--- src/hdl/mmh_pkg.sv ---
// shared types, constants and mixing functions for the byte hash
package mmh_pkg;

    localparam int DATA_W = 64;
    localparam int LEN_W = 32;
    localparam int TAIL_W = 3;
    localparam int APB_ADDR_W = 4;
    localparam int APB_DATA_W = 64;

    localparam logic [DATA_W-1:0] MUL_CONST = 64'hc6a4_a793_5bd1_e995;
    localparam int MIX_SHIFT = 47;
    localparam logic [TAIL_W-1:0] TAIL_MASK = 3'h7;

    // register index within the apb map
    localparam logic SEED_INDEX = 1'b0;

    typedef struct packed {
        logic [DATA_W-1:0] data_word;
        logic [LEN_W-1:0]  message_length;
        logic              first;
        logic              skip;
        logic              partial;
        logic              last;
    } mmh_entry_t;

    typedef struct packed {
        logic full;
        logic empty;
    } mmh_q_stat_t;

    function automatic logic [DATA_W-1:0] mix47(input logic [DATA_W-1:0] v);
        mix47 = v ^ (v >> MIX_SHIFT);
    endfunction

    function automatic logic [DATA_W-1:0] tail_keep(input logic [TAIL_W-1:0] tail);
        tail_keep = ~({DATA_W{1'b1}} << {tail, 3'b000});
    endfunction

endpackage

--- src/hdl/mmh_msg_if.sv ---
// message word channel
interface mmh_msg_if;
    logic                         valid;
    logic                         ready;
    logic [mmh_pkg::DATA_W-1:0]   data_word;
    logic [mmh_pkg::LEN_W-1:0]    message_length;
    logic                         last_word;

    modport source (output valid, data_word, message_length, last_word, input ready);
    modport sink (input valid, data_word, message_length, last_word, output ready);
endinterface

--- src/hdl/mmh_digest_if.sv ---
// hash result channel
interface mmh_digest_if;
    logic                         valid;
    logic                         ready;
    logic [mmh_pkg::DATA_W-1:0]   hash_value;

    modport source (output valid, hash_value, input ready);
    modport sink (input valid, hash_value, output ready);
endinterface

--- src/hdl/mmh_fifo.sv ---
// short queue of classified words between front and back
module mmh_fifo #(
    parameter int DEPTH = 2
) (
    input  logic                clk,
    input  logic                rst_n,
    input  logic                push,
    input  mmh_pkg::mmh_entry_t push_entry,
    input  logic                pop,
    output mmh_pkg::mmh_entry_t pop_entry,
    output mmh_pkg::mmh_q_stat_t stat
);

    localparam int PTR_W = (DEPTH > 1) ? $clog2(DEPTH) : 1;
    localparam int CNT_W = $clog2(DEPTH + 1);

    mmh_pkg::mmh_entry_t mem_reg [DEPTH];
    logic [PTR_W-1:0] wr_ptr_reg, wr_ptr_next;
    logic [PTR_W-1:0] rd_ptr_reg, rd_ptr_next;
    logic [CNT_W-1:0] count_reg, count_next;

    always_comb
    begin
        wr_ptr_next = wr_ptr_reg;
        rd_ptr_next = rd_ptr_reg;
        count_next = count_reg;
        if (push)
        begin
            wr_ptr_next = (wr_ptr_reg == PTR_W'(DEPTH - 1)) ? '0 : wr_ptr_reg + 1'b1;
        end
        if (pop)
        begin
            rd_ptr_next = (rd_ptr_reg == PTR_W'(DEPTH - 1)) ? '0 : rd_ptr_reg + 1'b1;
        end
        if (push && !pop)
        begin
            count_next = count_reg + 1'b1;
        end
        else if (pop && !push)
        begin
            count_next = count_reg - 1'b1;
        end
    end

    always_ff @(posedge clk or negedge rst_n)
    begin
        if (!rst_n)
        begin
            wr_ptr_reg <= '0;
            rd_ptr_reg <= '0;
            count_reg <= '0;
        end
        else
        begin
            wr_ptr_reg <= wr_ptr_next;
            rd_ptr_reg <= rd_ptr_next;
            count_reg <= count_next;
        end
    end

    always_ff @(posedge clk)
    begin
        if (push)
        begin
            mem_reg[wr_ptr_reg] <= push_entry;
        end
    end

    assign pop_entry = mem_reg[rd_ptr_reg];
    assign stat.full = (count_reg == CNT_W'(DEPTH));
    assign stat.empty = (count_reg == '0);

endmodule

--- src/hdl/mmh_front.sv ---
// front end: accepts words, tracks message position, masks the tail
module mmh_front (
    input  logic                 clk,
    input  logic                 rst_n,
    mmh_msg_if.sink              msg,
    input  mmh_pkg::mmh_q_stat_t q_stat,
    output logic                 push,
    output mmh_pkg::mmh_entry_t  push_entry
);

    logic                          inside_reg, inside_next;
    logic [mmh_pkg::TAIL_W-1:0]    tail_reg, tail_next;
    logic                          first;
    logic [mmh_pkg::TAIL_W-1:0]    tail_cur;
    logic                          partial;

    assign msg.ready = !q_stat.full;
    assign push = msg.valid && msg.ready;

    always_comb
    begin
        first = !inside_reg;
        tail_cur = first ? (msg.message_length[mmh_pkg::TAIL_W-1:0] & mmh_pkg::TAIL_MASK)
                         : tail_reg;
        partial = msg.last_word && (tail_cur != '0);

        push_entry.data_word = partial ? (msg.data_word & mmh_pkg::tail_keep(tail_cur))
                                       : msg.data_word;
        push_entry.message_length = msg.message_length;
        push_entry.first = first;
        push_entry.skip = first && (msg.message_length == '0);
        push_entry.partial = partial;
        push_entry.last = msg.last_word;

        inside_next = inside_reg;
        tail_next = tail_reg;
        if (push)
        begin
            inside_next = !msg.last_word;
            tail_next = msg.last_word ? '0 : tail_cur;
        end
    end

    always_ff @(posedge clk or negedge rst_n)
    begin
        if (!rst_n)
        begin
            inside_reg <= 1'b0;
            tail_reg <= '0;
        end
        else
        begin
            inside_reg <= inside_next;
            tail_reg <= tail_next;
        end
    end

endmodule

--- src/hdl/mmh_mul.sv ---
// multiply by the hash constant modulo 2^64 with one 32x32 multiplier over three steps
module mmh_mul (
    input  logic                        clk,
    input  logic                        rst_n,
    input  logic                        start,
    input  logic [mmh_pkg::DATA_W-1:0]  operand,
    output logic                        done,
    output logic [mmh_pkg::DATA_W-1:0]  product
);

    localparam int HALF_W = mmh_pkg::DATA_W / 2;
    localparam logic [1:0] STEP_LL = 2'd0;
    localparam logic [1:0] STEP_LH = 2'd1;
    localparam logic [1:0] STEP_HL = 2'd2;

    logic                        active_reg, active_next;
    logic [1:0]                  step_reg, step_next;
    logic                        done_reg, done_next;
    logic [mmh_pkg::DATA_W-1:0]  a_reg, a_next;
    logic [mmh_pkg::DATA_W-1:0]  acc_reg, acc_next;
    logic [HALF_W-1:0]           opa;
    logic [HALF_W-1:0]           opb;
    logic [mmh_pkg::DATA_W-1:0]  pp;

    always_comb
    begin
        opa = (step_reg == STEP_HL) ? a_reg[mmh_pkg::DATA_W-1:HALF_W] : a_reg[HALF_W-1:0];
        opb = (step_reg == STEP_LH) ? mmh_pkg::MUL_CONST[mmh_pkg::DATA_W-1:HALF_W]
                                    : mmh_pkg::MUL_CONST[HALF_W-1:0];
        pp = {{HALF_W{1'b0}}, opa} * {{HALF_W{1'b0}}, opb};

        active_next = active_reg;
        step_next = step_reg;
        a_next = a_reg;
        acc_next = acc_reg;
        done_next = 1'b0;

        if (start)
        begin
            active_next = 1'b1;
            step_next = STEP_LL;
            a_next = operand;
        end
        else if (active_reg)
        begin
            if (step_reg == STEP_LL)
            begin
                acc_next = pp;
            end
            else
            begin
                acc_next = {acc_reg[mmh_pkg::DATA_W-1:HALF_W] + pp[HALF_W-1:0],
                            acc_reg[HALF_W-1:0]};
            end
            if (step_reg == STEP_HL)
            begin
                active_next = 1'b0;
                done_next = 1'b1;
            end
            else
            begin
                step_next = step_reg + 1'b1;
            end
        end
    end

    always_ff @(posedge clk or negedge rst_n)
    begin
        if (!rst_n)
        begin
            active_reg <= 1'b0;
            step_reg <= STEP_LL;
            done_reg <= 1'b0;
        end
        else
        begin
            active_reg <= active_next;
            step_reg <= step_next;
            done_reg <= done_next;
        end
    end

    always_ff @(posedge clk)
    begin
        a_reg <= a_next;
        acc_reg <= acc_next;
    end

    assign done = done_reg;
    assign product = acc_reg;

endmodule

--- src/hdl/mmh_back.sv ---
// back end: sequences seeding, word folding and finalization on the shared multiplier
module mmh_back (
    input  logic                        clk,
    input  logic                        rst_n,
    input  logic [mmh_pkg::DATA_W-1:0]  seed,
    input  mmh_pkg::mmh_q_stat_t        q_stat,
    input  mmh_pkg::mmh_entry_t         pop_entry,
    output logic                        pop,
    mmh_digest_if.source                digest
);

    typedef enum logic [2:0] {
        S_IDLE,
        S_LOAD,
        S_INIT,
        S_K1,
        S_K2,
        S_H,
        S_FIN,
        S_EMIT
    } state_t;

    state_t                      state_reg, state_next;
    mmh_pkg::mmh_entry_t         ent_reg, ent_next;
    logic [mmh_pkg::DATA_W-1:0]  h_reg, h_next;
    logic [mmh_pkg::DATA_W-1:0]  res_reg, res_next;
    logic                        ov_reg, ov_next;
    logic [mmh_pkg::DATA_W-1:0]  od_reg, od_next;

    logic                        mstart;
    logic [mmh_pkg::DATA_W-1:0]  mop;
    logic                        mdone;
    logic [mmh_pkg::DATA_W-1:0]  mprod;
    logic                        dispatch;
    logic [mmh_pkg::DATA_W-1:0]  hcur;

    mmh_mul u_mul (
        .clk     (clk),
        .rst_n   (rst_n),
        .start   (mstart),
        .operand (mop),
        .done    (mdone),
        .product (mprod)
    );

    always_comb
    begin
        state_next = state_reg;
        ent_next = ent_reg;
        h_next = h_reg;
        res_next = res_reg;
        ov_next = ov_reg;
        od_next = od_reg;
        pop = 1'b0;
        mstart = 1'b0;
        mop = h_reg;
        dispatch = 1'b0;
        hcur = (state_reg == S_INIT) ? (seed ^ mprod) : h_reg;

        if (ov_reg && digest.ready)
        begin
            ov_next = 1'b0;
        end

        unique case (state_reg)
            S_IDLE:
            begin
                if (!q_stat.empty)
                begin
                    pop = 1'b1;
                    ent_next = pop_entry;
                    state_next = S_LOAD;
                end
            end
            S_LOAD:
            begin
                if (ent_reg.first)
                begin
                    mstart = 1'b1;
                    mop = {{(mmh_pkg::DATA_W - mmh_pkg::LEN_W){1'b0}}, ent_reg.message_length};
                    state_next = S_INIT;
                end
                else
                begin
                    dispatch = 1'b1;
                end
            end
            S_INIT:
            begin
                if (mdone)
                begin
                    h_next = hcur;
                    dispatch = 1'b1;
                end
            end
            S_K1:
            begin
                if (mdone)
                begin
                    mstart = 1'b1;
                    mop = mmh_pkg::mix47(mprod);
                    state_next = S_K2;
                end
            end
            S_K2:
            begin
                if (mdone)
                begin
                    mstart = 1'b1;
                    mop = h_reg ^ mprod;
                    state_next = S_H;
                end
            end
            S_H:
            begin
                if (mdone)
                begin
                    h_next = mprod;
                    if (ent_reg.last)
                    begin
                        mstart = 1'b1;
                        mop = mmh_pkg::mix47(mprod);
                        state_next = S_FIN;
                    end
                    else
                    begin
                        state_next = S_IDLE;
                    end
                end
            end
            S_FIN:
            begin
                if (mdone)
                begin
                    res_next = mmh_pkg::mix47(mprod);
                    state_next = S_EMIT;
                end
            end
            S_EMIT:
            begin
                if (!ov_reg || digest.ready)
                begin
                    ov_next = 1'b1;
                    od_next = res_reg;
                    state_next = S_IDLE;
                end
            end
            default:
            begin
                state_next = S_IDLE;
            end
        endcase

        // data phase shared by first and later words
        if (dispatch)
        begin
            if (ent_reg.skip)
            begin
                if (ent_reg.last)
                begin
                    mstart = 1'b1;
                    mop = mmh_pkg::mix47(hcur);
                    state_next = S_FIN;
                end
                else
                begin
                    state_next = S_IDLE;
                end
            end
            else if (ent_reg.partial)
            begin
                mstart = 1'b1;
                mop = hcur ^ ent_reg.data_word;
                state_next = S_H;
            end
            else
            begin
                mstart = 1'b1;
                mop = ent_reg.data_word;
                state_next = S_K1;
            end
        end
    end

    always_ff @(posedge clk or negedge rst_n)
    begin
        if (!rst_n)
        begin
            state_reg <= S_IDLE;
            ov_reg <= 1'b0;
            h_reg <= '0;
            ent_reg <= '0;
            res_reg <= '0;
            od_reg <= '0;
        end
        else
        begin
            state_reg <= state_next;
            ov_reg <= ov_next;
            h_reg <= h_next;
            ent_reg <= ent_next;
            res_reg <= res_next;
            od_reg <= od_next;
        end
    end

    assign digest.valid = ov_reg;
    assign digest.hash_value = od_reg;

endmodule

--- src/hdl/murmur64_byte_hash.sv ---
// top level: 64-bit byte hash with apb seed register
// each multiply by the hash constant runs on one shared 32x32 multiplier
// full words use K1, K2, H multiplies, partial last words H only; first seeds, last finalizes
// after the finalizing multiply the result is registered in res_reg, then in od_reg; one word in the back at a time
// the queue lets the front accept up to QUEUE_DEPTH words ahead of the back
// reset clears control state and the seed to zero; no clearing pass
module murmur64_byte_hash #(
    parameter int QUEUE_DEPTH = 2
) (
    input  logic                           clk,
    input  logic                           rst_n,
    mmh_msg_if.sink                        msg,
    mmh_digest_if.source                   digest,
    input  logic                           psel,
    input  logic                           penable,
    input  logic                           pwrite,
    input  logic [mmh_pkg::APB_ADDR_W-1:0] paddr,
    input  logic [mmh_pkg::APB_DATA_W-1:0] pwdata,
    output logic [mmh_pkg::APB_DATA_W-1:0] prdata,
    output logic                           pready
);

    logic [mmh_pkg::DATA_W-1:0]  seed_reg, seed_next;
    logic                        reg_index;
    mmh_pkg::mmh_q_stat_t        q_stat;
    mmh_pkg::mmh_entry_t         push_entry;
    mmh_pkg::mmh_entry_t         pop_entry;
    logic                        q_push;
    logic                        q_pop;

    assign pready = 1'b1;
    assign reg_index = paddr[mmh_pkg::APB_ADDR_W-1];

    always_comb
    begin
        seed_next = seed_reg;
        if (psel && penable && pwrite && pready && (reg_index == mmh_pkg::SEED_INDEX))
        begin
            seed_next = pwdata;
        end
        prdata = (reg_index == mmh_pkg::SEED_INDEX) ? seed_reg : '0;
    end

    always_ff @(posedge clk or negedge rst_n)
    begin
        if (!rst_n)
        begin
            seed_reg <= '0;
        end
        else
        begin
            seed_reg <= seed_next;
        end
    end

    mmh_front u_front (
        .clk        (clk),
        .rst_n      (rst_n),
        .msg        (msg),
        .q_stat     (q_stat),
        .push       (q_push),
        .push_entry (push_entry)
    );

    mmh_fifo #(
        .DEPTH (QUEUE_DEPTH)
    ) u_fifo (
        .clk        (clk),
        .rst_n      (rst_n),
        .push       (q_push),
        .push_entry (push_entry),
        .pop        (q_pop),
        .pop_entry  (pop_entry),
        .stat       (q_stat)
    );

    mmh_back u_back (
        .clk       (clk),
        .rst_n     (rst_n),
        .seed      (seed_reg),
        .q_stat    (q_stat),
        .pop_entry (pop_entry),
        .pop       (q_pop),
        .digest    (digest)
    );

    // queue never popped when empty
    a_pop_not_empty: assert property (@(posedge clk) disable iff (!rst_n)
        q_pop |-> !q_stat.empty)
        else $error("queue popped while empty");

    // queue never pushed when full
    a_push_not_full: assert property (@(posedge clk) disable iff (!rst_n)
        q_push |-> !q_stat.full)
        else $error("queue pushed while full");

    // a result beat is withdrawn only after it was taken
    a_result_taken: assert property (@(posedge clk) disable iff (!rst_n)
        $fell(digest.valid) |-> $past(digest.ready))
        else $error("result dropped before handshake");

endmodule
--- src/flat_wrapper.sv ---
// flat-port wrapper written by rule: the top's interface ports become plain ports
module murmur64_byte_hash_flat 
#(
    parameter int QUEUE_DEPTH = 2
)
  (clk, rst_n, psel, penable, pwrite, paddr, pwdata, prdata, pready, msg_valid, msg_data_word, msg_message_length, msg_last_word, msg_ready, digest_valid, digest_hash_value, digest_ready);
  mmh_msg_if msg_i ();
  mmh_digest_if digest_i ();
  input  logic clk;
  input  logic rst_n;
  input  logic psel;
  input  logic penable;
  input  logic pwrite;
  input  logic [mmh_pkg::APB_ADDR_W-1:0] paddr;
  input  logic [mmh_pkg::APB_DATA_W-1:0] pwdata;
  output logic [mmh_pkg::APB_DATA_W-1:0] prdata;
  output logic pready;
  input wire logic [$bits(msg_i.valid)-1:0] msg_valid;
  input wire logic [$bits(msg_i.data_word)-1:0] msg_data_word;
  input wire logic [$bits(msg_i.message_length)-1:0] msg_message_length;
  input wire logic [$bits(msg_i.last_word)-1:0] msg_last_word;
  output wire logic [$bits(msg_i.ready)-1:0] msg_ready;
  output wire logic [$bits(digest_i.valid)-1:0] digest_valid;
  output wire logic [$bits(digest_i.hash_value)-1:0] digest_hash_value;
  input wire logic [$bits(digest_i.ready)-1:0] digest_ready;
  assign msg_i.valid = msg_valid;
  assign msg_i.data_word = msg_data_word;
  assign msg_i.message_length = msg_message_length;
  assign msg_i.last_word = msg_last_word;
  assign msg_ready = msg_i.ready;
  assign digest_valid = digest_i.valid;
  assign digest_hash_value = digest_i.hash_value;
  assign digest_i.ready = digest_ready;
  murmur64_byte_hash #(.QUEUE_DEPTH(QUEUE_DEPTH)) u_core (.clk(clk), .rst_n(rst_n), .msg(msg_i), .digest(digest_i), .psel(psel), .penable(penable), .pwrite(pwrite), .paddr(paddr), .pwdata(pwdata), .prdata(prdata), .pready(pready));
endmodule
--- config.mk ---
export PLATFORM = sky130hd
export DESIGN_NAME = murmur64_byte_hash_flat
export DESIGN_NICKNAME = d
export VERILOG_FILES = /design/src/hdl/mmh_pkg.sv /design/src/hdl/mmh_msg_if.sv /design/src/hdl/mmh_digest_if.sv /design/src/hdl/mmh_fifo.sv /design/src/hdl/mmh_front.sv /design/src/hdl/mmh_mul.sv /design/src/hdl/mmh_back.sv /design/src/hdl/murmur64_byte_hash.sv /design/src/flat_wrapper.sv
export SDC_FILE = /design/constraint.sdc
export NUM_CORES = 2
export LEC_CHECK = 0
export ABC_AREA = 1
export CAP_MARGIN = 20
export CORE_MARGIN = 10
export CORE_UTILIZATION = 55
export CTS_CLUSTER_SIZE = 30
export DETAILED_ROUTE_END_ITERATION = 8
export DONT_BUFFER_PORTS = 1
export PLACE_DENSITY = 0.66
export REMOVE_ABC_BUFFERS = 1
export SLEW_MARGIN = 5
export SYNTH_ARGS = -nofsm -noshare
export SYNTH_HDL_FRONTEND = slang
export SYNTH_HIERARCHICAL = 1
export SYNTH_SLANG_ARGS = --single-unit
--- constraint.sdc ---
create_clock -name clk -period 14.25 [get_ports clk]
set_input_delay 2.85 -clock clk [delete_from_list [all_inputs] [get_ports clk]]
set_output_delay 2.85 -clock clk [all_outputs]
set_load 0.01 [all_outputs]
## After elaboration in Yosys (flattened, before gate mapping)

Memories as Yosys holds them, arrays and structs flattened. A register that Yosys moved wholly into a read port is not among the register bits.
Cells that the tools add are included.

- Logic and storage cells: 154
- Bits in writable memories: 200
- Bits in registers: 400
- Memories: 1

- Shifts and indexed selects: 1
- $add $sub $neg: 6
- Equal/unequal tests: 20
- Bitwise gates (word level): 10
- Reductions and logical operators: 35
- Mux-type cells: 63
- Multipliers: 1

Memory list:

| name | depth | width | rd ports | clocked after Yosys merged registers in | write ports | line | RTL |
|---|---|---|---|---|---|---|---|
| u_core.u_fifo.mem_reg | 2 | 100 | 1 | 1 | 1 | mmh_fifo.sv:17 | `mmh_pkg::mmh_entry_t mem_reg [DEPTH];` |

Operators with widths:

| operator | number |
|---|---|
| two-way mux 64 bit | 15 |
| one-hot mux 64 bit (4 select lines) | 1 |
| XOR 64 bit | 3 |
| one-hot mux 64 bit (2 select lines) | 1 |
| XOR 64 x 17 -> 64 bit | 2 |
| bitwise AND 64 bit | 1 |
| multiplier 32 x 32 -> 64 bit | 1 |
| two-way mux 32 bit | 2 |
| NOT 64 bit | 1 |
| << shifter 64 x 6 -> 64 bit (first input constant) | 1 |
| two-way mux 3 bit | 13 |
| adder 32 bit | 1 |
| zero test 32 bit | 1 |
| two-way mux 1 bit | 23 |
| one-hot mux 3 bit (7 select lines) | 1 |
| == test 3 bit (second input constant) | 4 |
| != test 3 x 2 -> 1 bit (second input constant) | 4 |
| two-way mux 2 bit | 5 |
| AND reduction 2 bit | 5 |
| logical AND 1 bit | 9 |
| != test 3 bit (second input constant) | 3 |
| AND reduction 8 bit | 1 |
| nonzero test 8 bit | 1 |
| zero test 1 bit | 7 |
| other kinds (19) | 30 |

## Longest topological paths before layout

- Word-level depth: 8
- Mapped depth: 47
- Mapped depth without buffers: 46

## Modules after synthesis

Netlist, hierarchy kept.

By module, submodules not included:

| module | times used | cells an instance | area each (µm²) |
|---|---|---|---|
| mmh_mul | 1 | 3519 | 32040.7 |
| mmh_back | 1 | 3299 | 20646.1 |
| mmh_fifo | 1 | 336 | 7872.6 |
| murmur64_byte_hash | 1 | 418 | 3134.3 |
| mmh_front | 1 | 265 | 1381.3 |

## Worst setup path before layout

No wires, ideal clock.

- Path kind: flip-flop to flip-flop
- Start: reg u_core.u_back.u_mul.step_reg[0]
- End: reg u_core.u_back.u_mul.acc_reg (netlist bit u_core/u_back/u_mul/product[63]) (data pin)
- Arrival: 8.397 ns
- Stages on the path, launching flop included: 42
- Clock period less this slack: 8.651 ns
- Library setup time: 0.253 ns
- Setup slack: 5.599 ns
- Buffers on the path: 2
- Cell sequence: dfrtp_1 > inv_1 > ha_1 > buf_4 > buf_4 > nand2_1 > o21ai_1 > inv_1 > nor2_1 > inv_1 > fa_1 > fa_1 > inv_1 > fa_1 > inv_1 > fa_1 > inv_1 > fa_1 > (+6 left out) > a21oi_1 > o21ai_0 > inv_1 > nand2_1 > nand3b_1 > xor2_1 > ha_1 > nand2_1 > nor2_1 > inv_1 > nor2_1 > inv_1 > nor3_1 > nand2_1 > nand2b_1 > nand3_1 > nand3_1 > nand2_1

- Word-level cells in the longest chain between the ends: 5
- Elaborated cells on any way between the ends: 8
- Those cells by class: 1 x add/sub; 1 x mul; 2 x eq/ne; 3 x mux; 1 x reduce/logical

Ends and longest elaborated chain:

| element | line | RTL |
|---|---|---|
| start: declaration | mmh_mul.sv:17 | `logic [1:0] step_reg, step_next;` |
| start signal: assignment | mmh_mul.sv:78 | `step_reg <= step_next;` |
| == test 2 bit or == test 2 x 1 -> 1 bit (tied branches) | mmh_mul.sv:27, mmh_mul.sv:28 |  |
| two-way mux 32 bit, on equally long branches | mmh_mul.sv:27, mmh_mul.sv:28 |  |
| multiplier 32 x 32 -> 64 bit * | mmh_mul.sv:30 | `pp = {{HALF_W{1'b0}}, opa} * {{HALF_W{1'b0}}, opb};` |
| net u_core.u_back.u_mul.pp, one bit | mmh_mul.sv:23 | `logic [mmh_pkg::DATA_W-1:0] pp;` |
| adder 32 bit * | mmh_mul.sv:52 | `acc_next = {acc_reg[mmh_pkg::DATA_W-1:HALF_W] + pp[HALF_W-1:0],` |
| two-way mux 64 bit * | mmh_mul.sv:46 | `if (step_reg == STEP_LL)` |
| end signal: assignment | mmh_mul.sv:86 | `acc_reg <= acc_next;` |
| end: declaration | mmh_mul.sv:20 | `logic [mmh_pkg::DATA_W-1:0] acc_reg, acc_next;` |

Mark *: on every way through the listed nets, which the timed path passes. The rest lies on a longest branch.
A chain may end at the register's enable or synchronous reset.

## Final worst setup path

- Start: reg u_core.u_back.u_mul.step_reg[0]
- End: reg u_core.u_back.u_mul.acc_reg (netlist bit u_core/u_back/u_mul/product[62]) (data pin)

Same word-level chain as after synthesis.

==> qor.csv <==
metric,value,unit
status,"finished, final reports clean",
vias in the first global route,52881,
worst reg-to-reg setup slack,3.25,ns
Synth warnings,6,
fin nets,8917,
Post-DP Area,0.06595,mm2
post_cts resized,0,
core area,0.1178,mm2
sequential share of the synthesized area,29.44,%
Rel. slew slack,19.49,%
CP endpoint kind,register,
clk sink count,700,
post-synthesis async set-or-reset flop share,53.14,%
routability-driven placement congestion ratio,0.9943,
largest cells by area after synthesis,"fa_1, edfxtp_1, dfrtp_1, nand2_1, ha_1",
crit-path max FO,33,
delay of the slowest critical-path stage,0.74,ns
"Cell Area, Synth",0.06507,mm2
Worst Setup Start Kind,register,
total CTS buffers,78,
unrepaired setup endpoints after global routing,false,
adder-cell share of the synthesized area,27.39,%
Synth Register Bits,700,
first-pass GRT wire length,332.2,mm
final setup violation count,0,
share of the synthesized area in the top cell type,19.01,%
antenna-violating nets left,0,
Initial Util,55.26,%
layout cells sized above 1,6.047,%
largest family of logic cells by synthesized area,adder cells,
Mapped Cells,7837,
top_reg_cell synth,dfrtp_1,
largest net degree at the start of global routing,373,
Fin. Hold Viols,0,
Avg WL per Cell,23.79,um
start point of the critical path,u_core/u_back/u_mul/step_reg[0],
Netlist cell types,54,
H-tree lvl count,3,
fin crit period,11.00,ns
HPWL Detailed,172.3,mm
mux share of post-synthesis cell area,2.509,%
Worst-Skew Late Latency,0.69,ns
critical path data arrival time,11.39,ns
"area leader, netlist",fa_1,
worst-margin pin slew,1.208,ns
period utilization,77.22,%
Synth top cells by count,"nand2_1, inv_1, fa_1",
CP Capture Point,u_core/u_back/u_mul/product[62],
critical path required time,14.64,ns
"Area growth, synth to finish",5.491,%
initial antenna violation count,5,
vias per cell,5.705,
Syn Area/Cell,8.304,um2
DRC errors left,0,
routed via count,53009,
Buffers on Ports,0,
Pre-Repair DR Iteration Count,6,
fraction of the mapped netlist area in compound gates,7.916,%
"Top cell by count, worst path",inv_1,
# rows,126,
xor/xnor share of the synthesized area,1.602,%
IO Count,303,
clock tree root buffer cell,clkbuf_16,
FF-to-FF Start,u_core/u_back/u_mul/step_reg[0],
ANT cells,0,
Crit-path slowest cell,nor2_1,
setup bufs post-CTS,0,
drt total wl,221.1,mm
worst-case clock buffer depth,3,
CTS tree,done,
Worst Reg2Reg Path Length in Cells,37,
top-count cell post-synth,nand2_1,
reg2reg end,u_core/u_back/u_mul/product[62],
Crit Path Class,reg -> reg,
initial drt markers,5197,
final setup TNS,0,ns
CTS Hold Bufs,0,
die height,364.0,um
Max Cap Viol,0,
final worst clock skew,0.04790,ns
Post-synth EDFFs,328,
gr usage total,33.41,%
Fmax,90.87,MHz
hold_ws,0.4723,ns
final instance area,0.06865,mm2
die area,0.1325,mm2
min-delay worst type,reg -> reg,
simple-gate share of the synthesized area,20.27,%
Die Wd,364.0,um
Slew Limit Fails,0,
clk slew on worst S/H paths,0.06,ns
max FFs per register,200,
grt ovf,0,
-- how the worst min path moves through the flow --
stage                         startpoint                        end  slack, ns  depth (start not counted)
2_1_floorplan  u_core/u_back/ent_reg[10]  u_core/u_back/ent_reg[10]       0.44                          2
3_3_place_gp   u_core/u_back/ent_reg[19]  u_core/u_back/ent_reg[19]       0.46                          2
3_5_place_dp   u_core/u_back/ent_reg[19]  u_core/u_back/ent_reg[19]       0.46                          2
4_1_cts        u_core/u_back/ent_reg[19]  u_core/u_back/ent_reg[19]       0.47                          2
5_1_grt        u_core/u_back/ent_reg[19]  u_core/u_back/ent_reg[19]       0.49                          2
6_report       u_core/u_back/ent_reg[14]  u_core/u_back/ent_reg[14]       0.47                          2
-- logic make-up (layout without fill, tap and decap cells) --
kind of cell,Yosys count,in the layout
xor gates and xnor gates,119,119
other,2,2
adders and majority gates,1054,1054
buffers and inverters,1719,1638
AOI/OAI and AO/OA,948,948
muxes,115,115
and+or+nand+nor,3180,3180
DFF,700,700
-- final cells by class --
| type | instances | area (um2) |
|---|---|---|
| fillers | 10684 | 49120 |
| inverters | 1415 | 5318 |
| clock inverters | 41 | 473.0 |
| flip-flops and latches | 700 | 19170 |
| multi-input cells | 5418 | 38960 |
| clock buffers | 104 | 2192 |
| well taps | 1536 | 1922 |
| repair buffers | 78 | 614.3 |
-- routing by layer --
| layer | track usage [%] | wire (um) | share of wire (%) |
|---|---|---|---|
| met2 | 54.89 | 103900 | 47 |
| met5 | 0 | 11 | 0.0050 |
| met4 | 15.27 | 11610 | 5.3 |
| met1 | 43.43 | 86800 | 39 |
| met3 | 5.246 | 18760 | 8.5 |
-- worst max-delay path: cells and delay by family (launching register included) --
family	cells	cell delay, ns
adders and majority gates	11	5.14
and+or+nand+nor	11	2.15
buffers and inverters	10	1.52
AOI/OAI and AO/OA	4	0.92
xor gates and xnor gates	1	0.57
DFF	1	0.40
-- cells in the final DEF, fill, tap and decap left out, types with 56 or more instances in the layout --
| master | n |
|---|---|
| xnor2_1 | 56 |
| nand4_1 | 87 |
| inv_1 | 1379 |
| xor2_1 | 63 |
| nor2_1 | 530 |
| fa_1 | 618 |
| nand2_1 | 1951 |
| edfxtp_1 | 328 |
| nand3_1 | 468 |
| mux2_4 | 90 |
| a21oi_1 | 257 |
| o22ai_1 | 67 |
| buf_4 | 75 |
| dfrtp_1 | 369 |
| ha_1 | 434 |
| o21ai_0 | 466 |
| clkbuf_16 | 80 |
-- stage by stage --
step / setup slack, ns / cells / util, %
floorplan: 4.853 / 7533 / -
global placement: 3.358 / 9144 / 55.99
detailed placement: 3.322 / 9145 / 56.00
CTS: 3.266 / 9290 / 58.27
global route: 2.626 / 9292 / 58.29
finish: 3.246 / 9292 / 58.29
Power is left out: the tool's default activity adds up to more than one toggle a clock period on the data nets, which glitch-free logic cannot reach.
